File: src/hw/rtl/gbns_pkg.sv
// shared types, constants and the control program of the go-back-n sender window
package gbns_pkg;

  // sizes
  localparam int SEQ_BITS      = 16;
  localparam int TIME_BITS     = 32;
  localparam int STAMP_SLOTS   = 16;
  localparam int SLOT_BITS     = $clog2(STAMP_SLOTS);
  localparam int MAX_SENDS     = 16;
  localparam int CNT_BITS      = $clog2(MAX_SENDS + 1);
  localparam int LIMIT_BITS    = 4;
  localparam int KIND_BITS     = 2;
  localparam int TYPE_BITS     = 2;
  localparam int CFG_IDX_BITS  = 3;
  localparam int STEP_BITS     = 4;
  localparam int IN_DATA_BITS  = ((SEQ_BITS + 7) / 8) * 8;
  localparam int OUT_USED_BITS = 3 + 2 * SEQ_BITS;
  localparam int OUT_DATA_BITS = ((OUT_USED_BITS + 7) / 8) * 8;

  // register reset values
  localparam logic [SEQ_BITS-1:0]   FIRST_SEQ_RST = SEQ_BITS'(1);
  localparam logic [SEQ_BITS-1:0]   SEG_TOTAL_RST = SEQ_BITS'(1);
  localparam logic [LIMIT_BITS-1:0] WIN_LIMIT_RST = LIMIT_BITS'(10);
  localparam logic [SEQ_BITS-1:0]   TIMEOUT_RST   = SEQ_BITS'(1000);

  typedef enum logic [KIND_BITS-1:0] {
    KIND_TICK  = 2'd0,
    KIND_ACK   = 2'd1,
    KIND_START = 2'd2
  } kind_e;

  typedef enum logic [TYPE_BITS-1:0] {
    SEG_NAME  = 2'd0,
    SEG_DATA  = 2'd1,
    SEG_FINAL = 2'd2
  } seg_type_e;

  typedef enum logic [CFG_IDX_BITS-1:0] {
    CFG_FIRST_SEQ = 3'd0,
    CFG_SEG_TOTAL = 3'd1,
    CFG_WIN_LIMIT = 3'd2,
    CFG_TIMEOUT   = 3'd3
  } cfg_idx_e;

  // datapath operation of one step
  typedef enum logic [3:0] {
    OP_NOP,
    OP_LATCH,
    OP_CLEAR,
    OP_TIME_INC,
    OP_CHECK,
    OP_SEND,
    OP_REWIND,
    OP_ACK,
    OP_START
  } op_e;

  // result word loaded into the output register
  typedef enum logic [1:0] {
    EMIT_NONE,
    EMIT_STATUS,
    EMIT_DONE,
    EMIT_SEND
  } emit_e;

  // branch condition: taken goes to target (for COND_KIND to the step of the kind), else to the next step
  typedef enum logic [2:0] {
    COND_NEXT,
    COND_ALWAYS,
    COND_IDLE,
    COND_KIND,
    COND_DONE,
    COND_NO_SEND,
    COND_MORE,
    COND_SENT
  } cond_e;

  // step addresses
  typedef enum logic [STEP_BITS-1:0] {
    ST_FETCH    = 4'd0,
    ST_DISPATCH = 4'd1,
    ST_TICK     = 4'd2,
    ST_CHECK    = 4'd3,
    ST_PRESEND  = 4'd4,
    ST_SEND     = 4'd5,
    ST_REWIND   = 4'd6,
    ST_STATUS   = 4'd7,
    ST_DONE     = 4'd8,
    ST_ACK      = 4'd9,
    ST_START    = 4'd10,
    ST_REPORT   = 4'd11
  } step_e;

  typedef struct packed {
    logic  take;
    op_e   op;
    emit_e emit;
    cond_e cond;
    step_e target;
  } ctrl_t;

  typedef struct packed {
    logic                 accept;
    logic [KIND_BITS-1:0] kind;
    logic                 fire;
    logic                 done;
    logic                 can_send;
    logic                 more;
    logic                 sent;
  } status_t;

  // control program
  function automatic ctrl_t ucode(input logic [STEP_BITS-1:0] step);
    ctrl_t c;
    c = '{take: 1'b0, op: OP_NOP, emit: EMIT_NONE, cond: COND_ALWAYS, target: ST_FETCH};
    case (step)
      ST_FETCH:    c = '{1'b1, OP_LATCH,    EMIT_NONE,   COND_IDLE,    ST_FETCH};
      ST_DISPATCH: c = '{1'b0, OP_CLEAR,    EMIT_NONE,   COND_KIND,    ST_REPORT};
      ST_TICK:     c = '{1'b0, OP_TIME_INC, EMIT_NONE,   COND_NEXT,    ST_FETCH};
      ST_CHECK:    c = '{1'b0, OP_CHECK,    EMIT_NONE,   COND_DONE,    ST_DONE};
      ST_PRESEND:  c = '{1'b0, OP_NOP,      EMIT_NONE,   COND_NO_SEND, ST_REWIND};
      ST_SEND:     c = '{1'b0, OP_SEND,     EMIT_SEND,   COND_MORE,    ST_SEND};
      ST_REWIND:   c = '{1'b0, OP_REWIND,   EMIT_NONE,   COND_SENT,    ST_FETCH};
      ST_STATUS:   c = '{1'b0, OP_NOP,      EMIT_STATUS, COND_ALWAYS,  ST_FETCH};
      ST_DONE:     c = '{1'b0, OP_NOP,      EMIT_DONE,   COND_ALWAYS,  ST_FETCH};
      ST_ACK:      c = '{1'b0, OP_ACK,      EMIT_NONE,   COND_ALWAYS,  ST_REPORT};
      ST_START:    c = '{1'b0, OP_START,    EMIT_NONE,   COND_NEXT,    ST_FETCH};
      ST_REPORT:   c = '{1'b0, OP_NOP,      EMIT_STATUS, COND_ALWAYS,  ST_FETCH};
      default:     c = '{1'b0, OP_NOP,      EMIT_NONE,   COND_ALWAYS,  ST_FETCH};
    endcase
    return c;
  endfunction

  // dispatch on the kind of the latched word
  function automatic step_e kind_target(input logic [KIND_BITS-1:0] kind);
    step_e s;
    case (kind)
      KIND_TICK:  s = ST_TICK;
      KIND_ACK:   s = ST_ACK;
      KIND_START: s = ST_START;
      default:    s = ST_REPORT;
    endcase
    return s;
  endfunction

endpackage

File: src/hw/rtl/gbns_ram.sv
// generic single write port ram with registered read
module gbns_ram #(
  parameter int WIDTH = 32,
  parameter int DEPTH = 16
) (
  input  logic                     clk_i,
  input  logic                     we_i,
  input  logic [$clog2(DEPTH)-1:0] waddr_i,
  input  logic [WIDTH-1:0]         wdata_i,
  input  logic [$clog2(DEPTH)-1:0] raddr_i,
  output logic [WIDTH-1:0]         rdata_o
);

  logic [WIDTH-1:0] mem_q [DEPTH];
  logic [WIDTH-1:0] rdata_q;

  // write port
  always_ff @(posedge clk_i) begin
    if (we_i) begin
      mem_q[waddr_i] <= wdata_i;
    end
  end

  // registered read port
  always_ff @(posedge clk_i) begin
    rdata_q <= mem_q[raddr_i];
  end

  assign rdata_o = rdata_q;

endmodule

File: src/hw/rtl/gbns_sequencer.sv
// step counter, control store and branch logic
module gbns_sequencer (
  input  logic              clk_i,
  input  logic              rst_ni,
  input  gbns_pkg::status_t status_i,
  output gbns_pkg::ctrl_t   ctrl_o
);

  logic [gbns_pkg::STEP_BITS-1:0] step_q, step_d;
  gbns_pkg::ctrl_t                ctrl;
  logic                           taken;
  logic [gbns_pkg::STEP_BITS-1:0] dest;

  assign ctrl = gbns_pkg::ucode(step_q);

  // branch condition select
  always_comb begin
    taken = 1'b0;
    dest  = ctrl.target;
    case (ctrl.cond)
      gbns_pkg::COND_NEXT:    taken = 1'b0;
      gbns_pkg::COND_ALWAYS:  taken = 1'b1;
      gbns_pkg::COND_IDLE:    taken = !status_i.accept;
      gbns_pkg::COND_KIND: begin
        taken = 1'b1;
        dest  = gbns_pkg::kind_target(status_i.kind);
      end
      gbns_pkg::COND_DONE:    taken = status_i.done;
      gbns_pkg::COND_NO_SEND: taken = !status_i.can_send;
      gbns_pkg::COND_MORE:    taken = status_i.more;
      gbns_pkg::COND_SENT:    taken = status_i.sent;
      default:                taken = 1'b0;
    endcase
  end

  // next step, held while a step that loads the output register finds it full and not ready
  always_comb begin
    step_d = step_q;
    if (status_i.fire) begin
      step_d = taken ? dest : step_q + gbns_pkg::STEP_BITS'(1);
    end
  end

  always_ff @(posedge clk_i or negedge rst_ni) begin
    if (!rst_ni) begin
      step_q <= gbns_pkg::ST_FETCH;
    end else begin
      step_q <= step_d;
    end
  end

  assign ctrl_o = ctrl;

endmodule

File: src/hw/rtl/gbns_datapath.sv
// window registers, stamp store, configuration and output register
module gbns_datapath (
  input  logic                                 clk_i,
  input  logic                                 rst_ni,
  input  gbns_pkg::ctrl_t                      ctrl_i,
  output gbns_pkg::status_t                    status_o,
  input  logic                                 s_tvalid_i,
  input  logic [gbns_pkg::IN_DATA_BITS-1:0]    s_tdata_i,
  input  logic [gbns_pkg::KIND_BITS-1:0]       s_tuser_i,
  input  logic                                 cfg_valid_i,
  input  logic [gbns_pkg::CFG_IDX_BITS-1:0]    cfg_index_i,
  input  logic [gbns_pkg::SEQ_BITS-1:0]        cfg_data_i,
  output logic                                 m_tvalid_o,
  input  logic                                 m_tready_i,
  output logic [gbns_pkg::OUT_DATA_BITS-1:0]   m_tdata_o,
  output logic [gbns_pkg::TYPE_BITS-1:0]       m_tuser_o,
  output logic                                 m_tlast_o
);

  localparam int SB = gbns_pkg::SEQ_BITS;
  localparam int TB = gbns_pkg::TIME_BITS;
  localparam int LB = gbns_pkg::SLOT_BITS;
  localparam int CB = gbns_pkg::CNT_BITS;

  // configuration registers
  logic [SB-1:0]                   first_q, total_q, timeout_q;
  logic [gbns_pkg::LIMIT_BITS-1:0] limit_q;

  // window state
  logic [gbns_pkg::KIND_BITS-1:0] kind_q;
  logic [SB-1:0]                  ack_q, base_q, base_d, nts_q, nts_d;
  logic [TB-1:0]                  time_q, time_d;
  logic [LB-1:0]                  head_q, head_d;
  logic [CB-1:0]                  n_q, n_d;
  logic                           tmo_q, tmo_d;

  // output register
  logic                            out_valid_q;
  logic                            out_send_q, out_done_q, out_tmo_q, out_last_q;
  logic [SB-1:0]                   out_seq_q, out_wstart_q;
  logic [gbns_pkg::TYPE_BITS-1:0]  out_type_q;

  logic                            accept, fire, load;
  logic [SB-1:0]                   outst, next_off, base_off, ack_off;
  logic                            can_now, can_next;
  logic [gbns_pkg::TYPE_BITS-1:0]  seg_type;
  logic [TB-1:0]                   head_stamp, age;
  logic                            stamp_we;
  logic [LB-1:0]                   stamp_waddr;

  // send window test
  function automatic logic can_send(input logic [SB-1:0] o, input logic [SB-1:0] noff,
                                    input logic [CB-1:0] n, input logic [SB-1:0] tot,
                                    input logic [gbns_pkg::LIMIT_BITS-1:0] lim);
    return (o <= SB'(lim)) && (o < SB'(gbns_pkg::STAMP_SLOTS)) && (noff < tot) &&
           (n < CB'(gbns_pkg::MAX_SENDS));
  endfunction

  assign accept   = ctrl_i.take && s_tvalid_i;
  assign fire     = (ctrl_i.emit == gbns_pkg::EMIT_NONE) || !out_valid_q || m_tready_i;
  assign load     = fire && (ctrl_i.emit != gbns_pkg::EMIT_NONE);

  assign outst    = nts_q - base_q;
  assign next_off = nts_q - first_q;
  assign base_off = base_q - first_q;
  assign ack_off  = ack_q - base_q;
  assign can_now  = can_send(outst, next_off, n_q, total_q, limit_q);
  assign can_next = can_send(outst + SB'(1), next_off + SB'(1), n_q + CB'(1),
                             total_q, limit_q);
  assign age      = time_q - head_stamp;

  // segment type, final wins over name
  always_comb begin
    if (next_off == total_q - SB'(1)) begin
      seg_type = gbns_pkg::SEG_FINAL;
    end else if (next_off == '0) begin
      seg_type = gbns_pkg::SEG_NAME;
    end else begin
      seg_type = gbns_pkg::SEG_DATA;
    end
  end

  // stamp store, read port always on the oldest outstanding slot
  assign stamp_we    = fire && (ctrl_i.op == gbns_pkg::OP_SEND);
  assign stamp_waddr = head_q + outst[LB-1:0];

  gbns_ram #(
    .WIDTH (TB),
    .DEPTH (gbns_pkg::STAMP_SLOTS)
  ) u_stamps (
    .clk_i   (clk_i),
    .we_i    (stamp_we),
    .waddr_i (stamp_waddr),
    .wdata_i (time_q),
    .raddr_i (head_q),
    .rdata_o (head_stamp)
  );

  // configuration writes
  always_ff @(posedge clk_i or negedge rst_ni) begin
    if (!rst_ni) begin
      first_q   <= gbns_pkg::FIRST_SEQ_RST;
      total_q   <= gbns_pkg::SEG_TOTAL_RST;
      limit_q   <= gbns_pkg::WIN_LIMIT_RST;
      timeout_q <= gbns_pkg::TIMEOUT_RST;
    end else if (cfg_valid_i) begin
      case (cfg_index_i)
        gbns_pkg::CFG_FIRST_SEQ: first_q   <= cfg_data_i;
        gbns_pkg::CFG_SEG_TOTAL: total_q   <= cfg_data_i;
        gbns_pkg::CFG_WIN_LIMIT: limit_q   <= cfg_data_i[gbns_pkg::LIMIT_BITS-1:0];
        gbns_pkg::CFG_TIMEOUT:   timeout_q <= cfg_data_i;
        default: ;
      endcase
    end
  end

  // input word latch
  always_ff @(posedge clk_i) begin
    if (accept) begin
      kind_q <= s_tuser_i;
      ack_q  <= s_tdata_i[SB-1:0];
    end
  end

  // window operations
  always_comb begin
    base_d = base_q;
    nts_d  = nts_q;
    time_d = time_q;
    head_d = head_q;
    n_d    = n_q;
    tmo_d  = tmo_q;
    if (fire) begin
      case (ctrl_i.op)
        gbns_pkg::OP_CLEAR: begin
          n_d   = '0;
          tmo_d = 1'b0;
        end
        gbns_pkg::OP_TIME_INC: time_d = time_q + TB'(1);
        gbns_pkg::OP_CHECK: tmo_d = (outst != '0) && (age > TB'(timeout_q));
        gbns_pkg::OP_SEND: begin
          nts_d = nts_q + SB'(1);
          n_d   = n_q + CB'(1);
        end
        gbns_pkg::OP_REWIND: begin
          if (tmo_q) begin
            nts_d = base_q;
          end
        end
        gbns_pkg::OP_ACK: begin
          if (ack_off < outst) begin
            head_d = head_q + ack_off[LB-1:0] + LB'(1);
            base_d = ack_q + SB'(1);
          end
        end
        gbns_pkg::OP_START: begin
          base_d = first_q;
          nts_d  = first_q;
        end
        default: ;
      endcase
    end
  end

  always_ff @(posedge clk_i or negedge rst_ni) begin
    if (!rst_ni) begin
      base_q <= '0;
      nts_q  <= '0;
      time_q <= '0;
      head_q <= '0;
      n_q    <= '0;
      tmo_q  <= 1'b0;
    end else begin
      base_q <= base_d;
      nts_q  <= nts_d;
      time_q <= time_d;
      head_q <= head_d;
      n_q    <= n_d;
      tmo_q  <= tmo_d;
    end
  end

  // output register valid
  always_ff @(posedge clk_i or negedge rst_ni) begin
    if (!rst_ni) begin
      out_valid_q <= 1'b0;
    end else if (load) begin
      out_valid_q <= 1'b1;
    end else if (m_tready_i) begin
      out_valid_q <= 1'b0;
    end
  end

  // output register payload
  always_ff @(posedge clk_i) begin
    if (load) begin
      out_wstart_q <= base_q;
      case (ctrl_i.emit)
        gbns_pkg::EMIT_SEND: begin
          out_send_q <= 1'b1;
          out_seq_q  <= nts_q;
          out_type_q <= seg_type;
          out_done_q <= 1'b0;
          out_tmo_q  <= tmo_q && !can_next;
          out_last_q <= !can_next;
        end
        gbns_pkg::EMIT_DONE: begin
          out_send_q <= 1'b0;
          out_seq_q  <= '0;
          out_type_q <= '0;
          out_done_q <= 1'b1;
          out_tmo_q  <= 1'b0;
          out_last_q <= 1'b1;
        end
        default: begin
          out_send_q <= 1'b0;
          out_seq_q  <= '0;
          out_type_q <= '0;
          out_done_q <= 1'b0;
          out_tmo_q  <= tmo_q;
          out_last_q <= 1'b1;
        end
      endcase
    end
  end

  assign m_tvalid_o = out_valid_q;
  assign m_tdata_o  = {(gbns_pkg::OUT_DATA_BITS - gbns_pkg::OUT_USED_BITS)'(0),
                       out_wstart_q, out_tmo_q, out_done_q, out_seq_q, out_send_q};
  assign m_tuser_o  = out_type_q;
  assign m_tlast_o  = out_last_q;

  assign status_o = '{accept:   accept,
                      kind:     kind_q,
                      fire:     fire,
                      done:     base_off >= total_q,
                      can_send: can_now,
                      more:     can_next,
                      sent:     n_q != '0};

`ifndef SYNTHESIS
  a_outst_bound: assert property (@(posedge clk_i) disable iff (!rst_ni)
    outst <= SB'(gbns_pkg::STAMP_SLOTS))
    else $error("outstanding span exceeds stamp slots");

  a_send_count: assert property (@(posedge clk_i) disable iff (!rst_ni)
    n_q <= CB'(gbns_pkg::MAX_SENDS))
    else $error("send count exceeds limit");

  a_send_allowed: assert property (@(posedge clk_i) disable iff (!rst_ni)
    (load && ctrl_i.emit == gbns_pkg::EMIT_SEND) |-> can_now)
    else $error("send issued outside the window");

  a_tmo_last: assert property (@(posedge clk_i) disable iff (!rst_ni)
    (out_valid_q && out_tmo_q) |-> out_last_q)
    else $error("timeout flag on a word that is not last");

  a_stamp_time: assert property (@(posedge clk_i) disable iff (!rst_ni)
    stamp_we |=> $stable(time_q))
    else $error("time moved during a send burst");
`endif

endmodule

File: src/hw/rtl/go_back_n_sender_window_top.sv
// top level of the go-back-n sender window
//
//  channel  dir  handshake                fields
//  s_*      in   s_tvalid_i / s_tready_o  tuser kind, tdata ack_number
//  m_*      out  m_tvalid_o / m_tready_i  tdata status and sequence, tuser type, tlast
//  cfg_*    in   cfg_valid_i / cfg_ready_o cfg_index_i register, cfg_data_i value
//
// a tick runs fetch, dispatch, tick, check, presend, send (up to 16 sends, one per
// cycle while not held), rewind and, if it sent nothing, status; a done tick goes
// from check to done; ack and start words run their own step, then report, and an
// unused kind goes straight to report; the step counter moves one step per cycle
// unless a step holds; the output register lets a word wait while the program goes
// on; a step that must load a word holds while that register is full and m_tready_i
// is low; reset clears control state; the stamp store is only read at written slots

module go_back_n_sender_window_top (
  input  logic                                 clk_i,
  input  logic                                 rst_ni,
  input  logic                                 s_tvalid_i,
  output logic                                 s_tready_o,
  // [15:0] ack_number
  input  logic [gbns_pkg::IN_DATA_BITS-1:0]    s_tdata_i,
  // [1:0] kind
  input  logic [gbns_pkg::KIND_BITS-1:0]       s_tuser_i,
  output logic                                 m_tvalid_o,
  input  logic                                 m_tready_i,
  // [0] send_valid, [16:1] seq_number, [17] all_done, [18] timed_out,
  // [34:19] window_start, [39:35] zero
  output logic [gbns_pkg::OUT_DATA_BITS-1:0]   m_tdata_o,
  // [1:0] segment_type
  output logic [gbns_pkg::TYPE_BITS-1:0]       m_tuser_o,
  output logic                                 m_tlast_o,
  input  logic                                 cfg_valid_i,
  output logic                                 cfg_ready_o,
  input  logic [gbns_pkg::CFG_IDX_BITS-1:0]    cfg_index_i,
  input  logic [gbns_pkg::SEQ_BITS-1:0]        cfg_data_i
);

  gbns_pkg::ctrl_t   ctrl;
  gbns_pkg::status_t status;

  // control program
  gbns_sequencer u_seq (
    .clk_i    (clk_i),
    .rst_ni   (rst_ni),
    .status_i (status),
    .ctrl_o   (ctrl)
  );

  // datapath
  gbns_datapath u_dp (
    .clk_i       (clk_i),
    .rst_ni      (rst_ni),
    .ctrl_i      (ctrl),
    .status_o    (status),
    .s_tvalid_i  (s_tvalid_i),
    .s_tdata_i   (s_tdata_i),
    .s_tuser_i   (s_tuser_i),
    .cfg_valid_i (cfg_valid_i),
    .cfg_index_i (cfg_index_i),
    .cfg_data_i  (cfg_data_i),
    .m_tvalid_o  (m_tvalid_o),
    .m_tready_i  (m_tready_i),
    .m_tdata_o   (m_tdata_o),
    .m_tuser_o   (m_tuser_o),
    .m_tlast_o   (m_tlast_o)
  );

  assign s_tready_o  = ctrl.take;
  assign cfg_ready_o = 1'b1;

endmodule

File: config.mk
export PLATFORM = sky130hd
export DESIGN_NAME = go_back_n_sender_window_top
export DESIGN_NICKNAME = d
export VERILOG_FILES = /design/src/hw/rtl/gbns_pkg.sv /design/src/hw/rtl/gbns_ram.sv /design/src/hw/rtl/gbns_sequencer.sv /design/src/hw/rtl/gbns_datapath.sv /design/src/hw/rtl/go_back_n_sender_window_top.sv
export SDC_FILE = /design/constraint.sdc
export NUM_CORES = 1
export LEC_CHECK = 0
export ABC_AREA = 1
export BUFFER_PORTS_ARGS = -buffer_cell sky130_fd_sc_hd__clkbuf_2
export CAP_MARGIN = 30
export CORE_MARGIN = 3
export CORE_UTILIZATION = 55
export CTS_CLUSTER_SIZE = 10
export DETAILED_ROUTE_END_ITERATION = 7
export MAX_ROUTING_LAYER = met4
export PLACE_DENSITY = 0.71
export SLEW_MARGIN = 10
export SYNTH_ARGS = -nofsm -noshare
export SYNTH_HDL_FRONTEND = slang
export SYNTH_SLANG_ARGS = --single-unit
File: constraint.sdc
create_clock -name clk_i -period 10.64 [get_ports clk_i]
set_input_delay 0.532 -clock clk_i [delete_from_list [all_inputs] [get_ports clk_i]]
set_output_delay 0.532 -clock clk_i [all_outputs]
set_load 0.02 [all_outputs]
==> results.md, run 1 <==
* Status: finished, final reports clean
* Kind of critical path: reg -> reg
* Non-filler cells, final at 4815
* CTS Buf Count at 85
* Simple-gate share of the synthesized area at 15.1%
* Fillers at 5448
* DR DRC count at 0
* Power density over cell area at 302 nW/um^2
* # hold bufs at CTS at 1
* Area of placed instances at 38900 um^2
* DRT iter0 DRCs at 2712
* Yosys warns at 0
* Final Wtd Congestion at 0.958
* Post-synthesis cell count at 3796
* Buffers & Inverters on Critical Path at 5
* Final worst path period share at 50.5%
* Syn Area/Cell at 9.87 um^2
* Global-route usage over all layers at 29.5%
* CTS Sinks at 731
* Top_reg_cell synth: edfxtp_1
* Worst path slowest cell: fa_1
* Slowest stage delay, CP at 0.45 ns
* Post-Syn Area at 37500 um^2
* P_leak at 16.8 nW
* Die area at 71300 um^2
* Post-CTS Resized at 0
* Req. time, crit path at 11.02 ns
* Startpoint Class: register
* Port bufs at 81
* Final nets at 4118
* Dpl hpwl at 63900 um
* Routed len/inst at 21.1 um
* Highest Clock Rate at 0.186 GHz
* R2r setup slk at 5.27 ns
* Total power at 12.6 mW
* Initial antenna violation count at 0
* Netlist cell types at 59
* Seq/Total Area, Yosys at 56.0%
* Cell row count at 95
* RSZ-0062 raised after global routing: no
* Largest family of logic cells by synthesized area: simple AND/OR/NAND/NOR gates
* Remaining Overflow, GRT at 0
* Mux contribution to synthesized area at 0%
* Clock latency on the worst-skew pair at 0.66 ns
* Layout Skew at 0.0480 ns
* Placed cells at 4651
* Max Cap Violations at 0
* Ys async rst share at 17.9%
* Crit path DAT at 5.75 ns
* Initial core utilization at 55.7%
* Die X-Extent at 267 um
* Crit path max-delay family: simple AND/OR/NAND/NOR gates
* Layout area overhead at 11.0%
* Final setup fails at 0
* Final instance area at 41600 um^2
* CTS tree: yes
* Share of post-route cells with drive strength above 1 at 7.69%
* Root Driver: clkbuf_16
* Slew Viols, Final at 0
* Complex-gate fraction of the synthesized area at 12.8%
* Routed vias at 28000
* Antenna diodes at 0
* # IOs at 88
* CP Max Fanout at 5
* FF+latch count, synth at 731
* Post-CTS Setup Repair Bufs at 0
* Final min period at 5.37 ns
* Final hold violation count at 0
* Slew @ Worst Pin at 0.987 ns
* Adder-cell share of the synthesized area at 7.05%
* CTS max path bufs at 3
* Clock-pin transition on the worst setup and hold timing paths at 0.06 ns
* Vias in the first global route at 26700
* Vias/cell at 5.82
* Hold WC Path Type: in -> reg
* Relative slew slack at 34.2%
* Max IR drop VDD at 0.215 mV
* First-pass GRT wire length at 155000 um
* DRT Pass-1 Iters at 5
* Crit path top cell by count: nor2_1
* Post-synthesis xor/xnor area fraction at 3.52%
* H-tree Lvls at 3
* Largest net degree at the start of global routing at 99
* Core Region at 67300 um^2
* Final wirelength at 102000 um
* Antenna-violating nets left at 0
* Setup TNS at 0 ns
* Die Height at 267 um
* Post-synth EDFFs at 568
* CP Capture Type: register
[metrics by stage]
| stage | worst slack (ns) | util, % | hold WS, ns |
|---|---|---|---|
| 6_report | 5.27 | 61.9 | 0.0855 |
| 5_1_grt | 4.72 | 61.9 | 0.0612 |
| 4_1_cts | 5.22 | 61.8 | 0.0536 |
| 3_5_place_dp | 5.24 | 57.8 | 0.473 |
| 3_3_place_gp | 5.34 | 57.7 | 0.466 |
| 2_1_floorplan | 6.36 | - | 0.236 |
[area by class of cell]
cell class / instances / area (um^2) / area share (%)
Sequential cell: 731 / 21000 / 50.5
Multi-Input combinational cell: 2528 / 14600 / 35.0
Clock buffer: 150 / 2430 / 5.84
Inverter: 402 / 1520 / 3.65
Tap cell: 873 / 1090 / 2.62
Timing Repair Buffer: 121 / 790 / 1.90
Clock inverter: 10 / 234 / 0.562
[layout by cell type, fill, tap and decap left out, drive strengths merged, types with 14 or more instances in the layout]
cell,netlist,routed
o221ai,98,98
nor3,53,53
o22ai,41,41
a21oi,160,160
nand2,582,582
xor2,111,111
xnor2,37,37
nand4,42,42
nor4,14,14
nor2,488,488
ha,200,200
clkbuf,119,230
o211ai,42,42
o21ai,429,429
buf,20,40
nand3,147,147
dfxtp,32,32
edfxtp,568,568
dfrtp,121,121
inv,399,400
[worst paths after layout]
kind / from / endpoint / depth (start not counted)
setup / recovery: u_dp.nts_q[0]$_DFFE_PN0P_ / u_dp.out_tmo_q$_DFFE_PP_ / 30
max in group asynchronous: rst_ni / u_dp.time_q[4]$_DFFE_PN0P_ / 3
hold / removal: s_tdata_i[10] / u_dp.ack_q[10]$_DFFE_PP_ / 1
min in group asynchronous: rst_ni / u_dp.total_q[1]$_DFFE_PN0P_ / 2
setup reg to reg: u_dp.nts_q[0]$_DFFE_PN0P_ / u_dp.out_tmo_q$_DFFE_PP_ / 30
hold reg to reg: u_dp.first_q[13]$_DFFE_PN0P_ / u_dp.first_q[13]$_DFFE_PN0P_ / 2
[cells in the mapped netlist (all sizes together) (11+ instances only)]
cell type  number  share of area (%)
a21o           11               0.22
a21oi         160                2.1
a31oi          11               0.18
buf            20               0.35
clkbuf        119                1.2
dfrtp         121                8.1
dfxtp          32                1.7
edfxtp        568                 46
ha            200                6.7
inv           399                4.0
nand2         582                5.9
nand3         147                2.0
nand4          42               0.72
nor2          488                5.1
nor3           53               0.79
nor4           14               0.23
o211ai         42               0.84
o21ai         429                5.8
o221ai         98                2.3
o22ai          41               0.68
xnor2          37               0.88
xor2          111                2.6
[per-layer routing]
layer	share of wire, %	up-vias	routed length, um	global-route usage, %
met5	0	-	0	-
met4	4.9	0	4930	12.6
met2	47	1072	48000	47.5
met1	41	13300	41600	37.4
met3	7.0	278	7070	4.39
li1	-	13400	-	-
[kinds of logic after synthesis]
kind of cell	Yosys count
flip-flops	731
buffers and inverters	541
XOR/XNOR	148
adder cells (fa/ha/maj)	207
AO/OA/AOI/OAI	823
AND/OR/NAND/NOR	1344
other	2
[report_power, final]
part           internal [mW]  total, mW  switching, mW
Clock                   1.61       2.77           1.16
Combinational           1.94       5.89           3.95
Sequential              3.55       3.92          0.369
Total                   7.10       12.6           5.48
[flip-flops by register name (all words and copies together) (netlist names), 16 cells and up]
signal,count
u_dp.u_stamps.mem_q,512
u_dp.time_q,32
u_dp.u_stamps.rdata_o,32
u_dp.ack_q,16
u_dp.base_q,16
u_dp.first_q,16
u_dp.nts_q,16
u_dp.out_seq_q,16
u_dp.out_wstart_q,16
u_dp.timeout_q,16
u_dp.total_q,16
No activity file was read; power rests on OpenSTA's default activity.
==> run 2, diff against run 1 <==
==> constraint.sdc (replaced) <==
create_clock -name clk_i -period 5.35 [get_ports clk_i]
set_input_delay 0.2675 -clock clk_i [delete_from_list [all_inputs] [get_ports clk_i]]
set_output_delay 0.2675 -clock clk_i [all_outputs]
set_load 0.02 [all_outputs]
==> run 2 against run 1 <==
Non-clock buffer count grew 34. Clock power grew 99%. Utilization grew 0.55 points. Worst hold slack lost 0.046 ns. Sequential cell count is the same. Sequential power grew 97%. Clock skew shrank 0.00092 ns. Die area is the same. Routed wire length grew 1.2%. Worst setup slack lost 4.8 ns. Cell count grew 0.69%. Combinational power grew 100%.
==> results.md, run 2 (synthesis results as in run 1) <==
* Status: finished, final reports clean
* Layout Skew at 0.0471 ns
* Layout area overhead at 12.0%
* Global-route usage over all layers at 29.7%
* Power density over cell area at 599 nW/um^2
* Final nets at 4152
* Root Driver: clkbuf_16
* Worst path slowest cell: fa_2
* DRT iter0 DRCs at 2819
* Final min period at 4.89 ns
* Slew @ Worst Pin at 0.997 ns
* Crit path DAT at 5.27 ns
* Setup WS post-layout at 0.463 ns
* Final worst path period share at 91.3%
* Fillers at 5486
* Max IR drop VDD at 0.325 mV
* Internal power at 14.2 mW
* Cell row count at 95
* # IOs at 88
* Vias/cell at 5.88
* CTS Sinks at 731
* Crit path top cell by count: inv_1
* Buffers & Inverters on Critical Path at 7
* Setup TNS at 0 ns
* Core Region at 67300 um^2
* Remaining Overflow, GRT at 0
* DRT Pass-1 Iters at 6
* Routed vias at 28500
* Final hold violation count at 0
* CP Capture Type: register
* Setup WS pre-CTS at 0.252 ns
* Sequential share of power at 30.8%
* Psw at 11.0 mW
* Clock Power Share at 21.9%
* R2r setup slk at 0.46 ns
* Kind of critical path: reg -> reg
* Antenna diodes at 0
* Slowest stage delay, CP at 0.49 ns
* Die Height at 267 um
* Combinational fraction of design power at 47.4%
* CP Max Fanout at 5
* CTS Buf Count at 85
* Final setup fails at 0
* Clock-pin transition on the worst setup and hold timing paths at 0.06 ns
* Relative slew slack at 33.5%
* Hold WC Path Type: in -> reg
* Initial antenna violation count at 1
* Share of post-route cells with drive strength above 1 at 8.08%
* Slew Viols, Final at 0
* Antenna-violating nets left at 0
* Startpoint Class: register
* Routed len/inst at 21.2 um
* Vias in the first global route at 27000
* First-pass GRT wire length at 157000 um
* Max FFs per register at 512
* Die X-Extent at 267 um
* Final wirelength at 103000 um
* DR DRC count at 0
* Top reg by flops: u_dp.u_stamps.mem_q
* Crit path max-delay family: simple AND/OR/NAND/NOR gates
* Sw frac at 43.6%
* Commonest non-fill, non-tap cell in the layout: nand2_1
* CTS tree: yes
* H-tree Lvls at 3
* Max Cap Violations at 0
* Port bufs at 81
* Highest Clock Rate at 0.205 GHz
* Initial core utilization at 55.7%
* Die area at 71300 um^2
* Final Wtd Congestion at 1.04
* Largest net degree at the start of global routing at 109
* Clock latency on the worst-skew pair at 0.66 ns
* P_leak at 16.9 nW
* Req. time, crit path at 5.73 ns
* Dpl hpwl at 65400 um
* CTS max path bufs at 3
* Commonest cells after routing, fill and taps aside: 577 x nand2_1, 568 x edfxtp_1, 456 x nor2_1
run 2: routing by layer:
| layer | global-route usage (%) | vias up | part of all wire (%) |
|---|---|---|---|
| met1 | 38.0 | 13600 | 41 |
| li1 | - | 13400 | - |
| met5 | - | - | 0 |
| met2 | 47.8 | 1186 | 47 |
| met4 | 12.8 | 0 | 4.7 |
| met3 | 4.12 | 265 | 7.3 |
run 2: stage by stage:
| stage | utilization, % | instance area [um^2] | hold slack, ns | std cells | total power, mW |
|---|---|---|---|---|---|
| 2_1_floorplan | - | 37500 | -0.0281 | 3800 | 16.1 |
| 3_3_place_gp | 58.0 | 39000 | 0.388 | 4662 | 19.3 |
| 3_5_place_dp | 58.0 | 39000 | 0.387 | 4663 | 19.5 |
| 4_1_cts | 62.3 | 41900 | 0.00100 | 4844 | 25.1 |
| 5_1_grt | 62.4 | 42000 | 0.0330 | 4848 | 27.0 |
| 6_report | 62.4 | 42000 | 0.0396 | 4848 | 25.1 |
run 2: final timing paths:
| path | startpoint | endpoint | depth (start not counted) |
|---|---|---|---|
| worst max-delay path | u_dp.nts_q[0]$_DFFE_PN0P_ | u_dp.out_tmo_q$_DFFE_PP_ | 29 |
| worst min-delay path | cfg_data_i[1] | u_dp.total_q[1]$_DFFE_PN0P_ | 3 |
| worst max register to register | u_dp.nts_q[0]$_DFFE_PN0P_ | u_dp.out_tmo_q$_DFFE_PP_ | 29 |
| worst min register to register | u_dp.total_q[15]$_DFFE_PN0P_ | u_dp.total_q[15]$_DFFE_PN0P_ | 2 |
| max in group asynchronous | rst_ni | u_dp.time_q[31]$_DFFE_PN0P_ | 3 |
| min in group asynchronous | rst_ni | u_dp.total_q[5]$_DFFE_PN0P_ | 2 |
run 2: power groups by stage:
stage	sequential [mW]	clock (mW)	combinational [mW]
2_1_floorplan	7.68	0	8.41
3_3_place_gp	7.81	0	11.5
3_5_place_dp	7.83	0	11.7
4_1_cts	7.72	5.59	11.8
5_1_grt	7.80	5.83	13.4
6_report	7.73	5.51	11.9
run 2: final cells by class:
cell class	instances	area (um^2)	share of cell area, %
clock buffers	150	2460	5.85
clock inverters	9	214	0.510
inverters	402	1520	3.61
multi-input cells	2528	14600	34.8
flip-flops and latches	731	21000	50.0
well taps	873	1090	2.60
repair buffers	155	1120	2.66
run 2: timing repair:
item | 4_1_cts | 5_1_grt
buffers inserted | 0 | 1
gates resized for setup | 0 | 9
endpoints found under the hold margin | 97 | 0
hold buffers | 22 | 0
endpoints found under the setup margin | 0 | 6
run 2: worst reg2reg max path: cells and delay by family, from the launching register on:
| family | cells | cell delay, ns |
|---|---|---|
| DFF | 1 | 0.41 |
| xor gates and xnor gates | 1 | 0.16 |
| and+or+nand+nor | 14 | 1.70 |
| AOI/OAI and AO/OA | 3 | 0.47 |
| adders and majority gates | 4 | 1.13 |
| buffers and inverters | 7 | 0.76 |
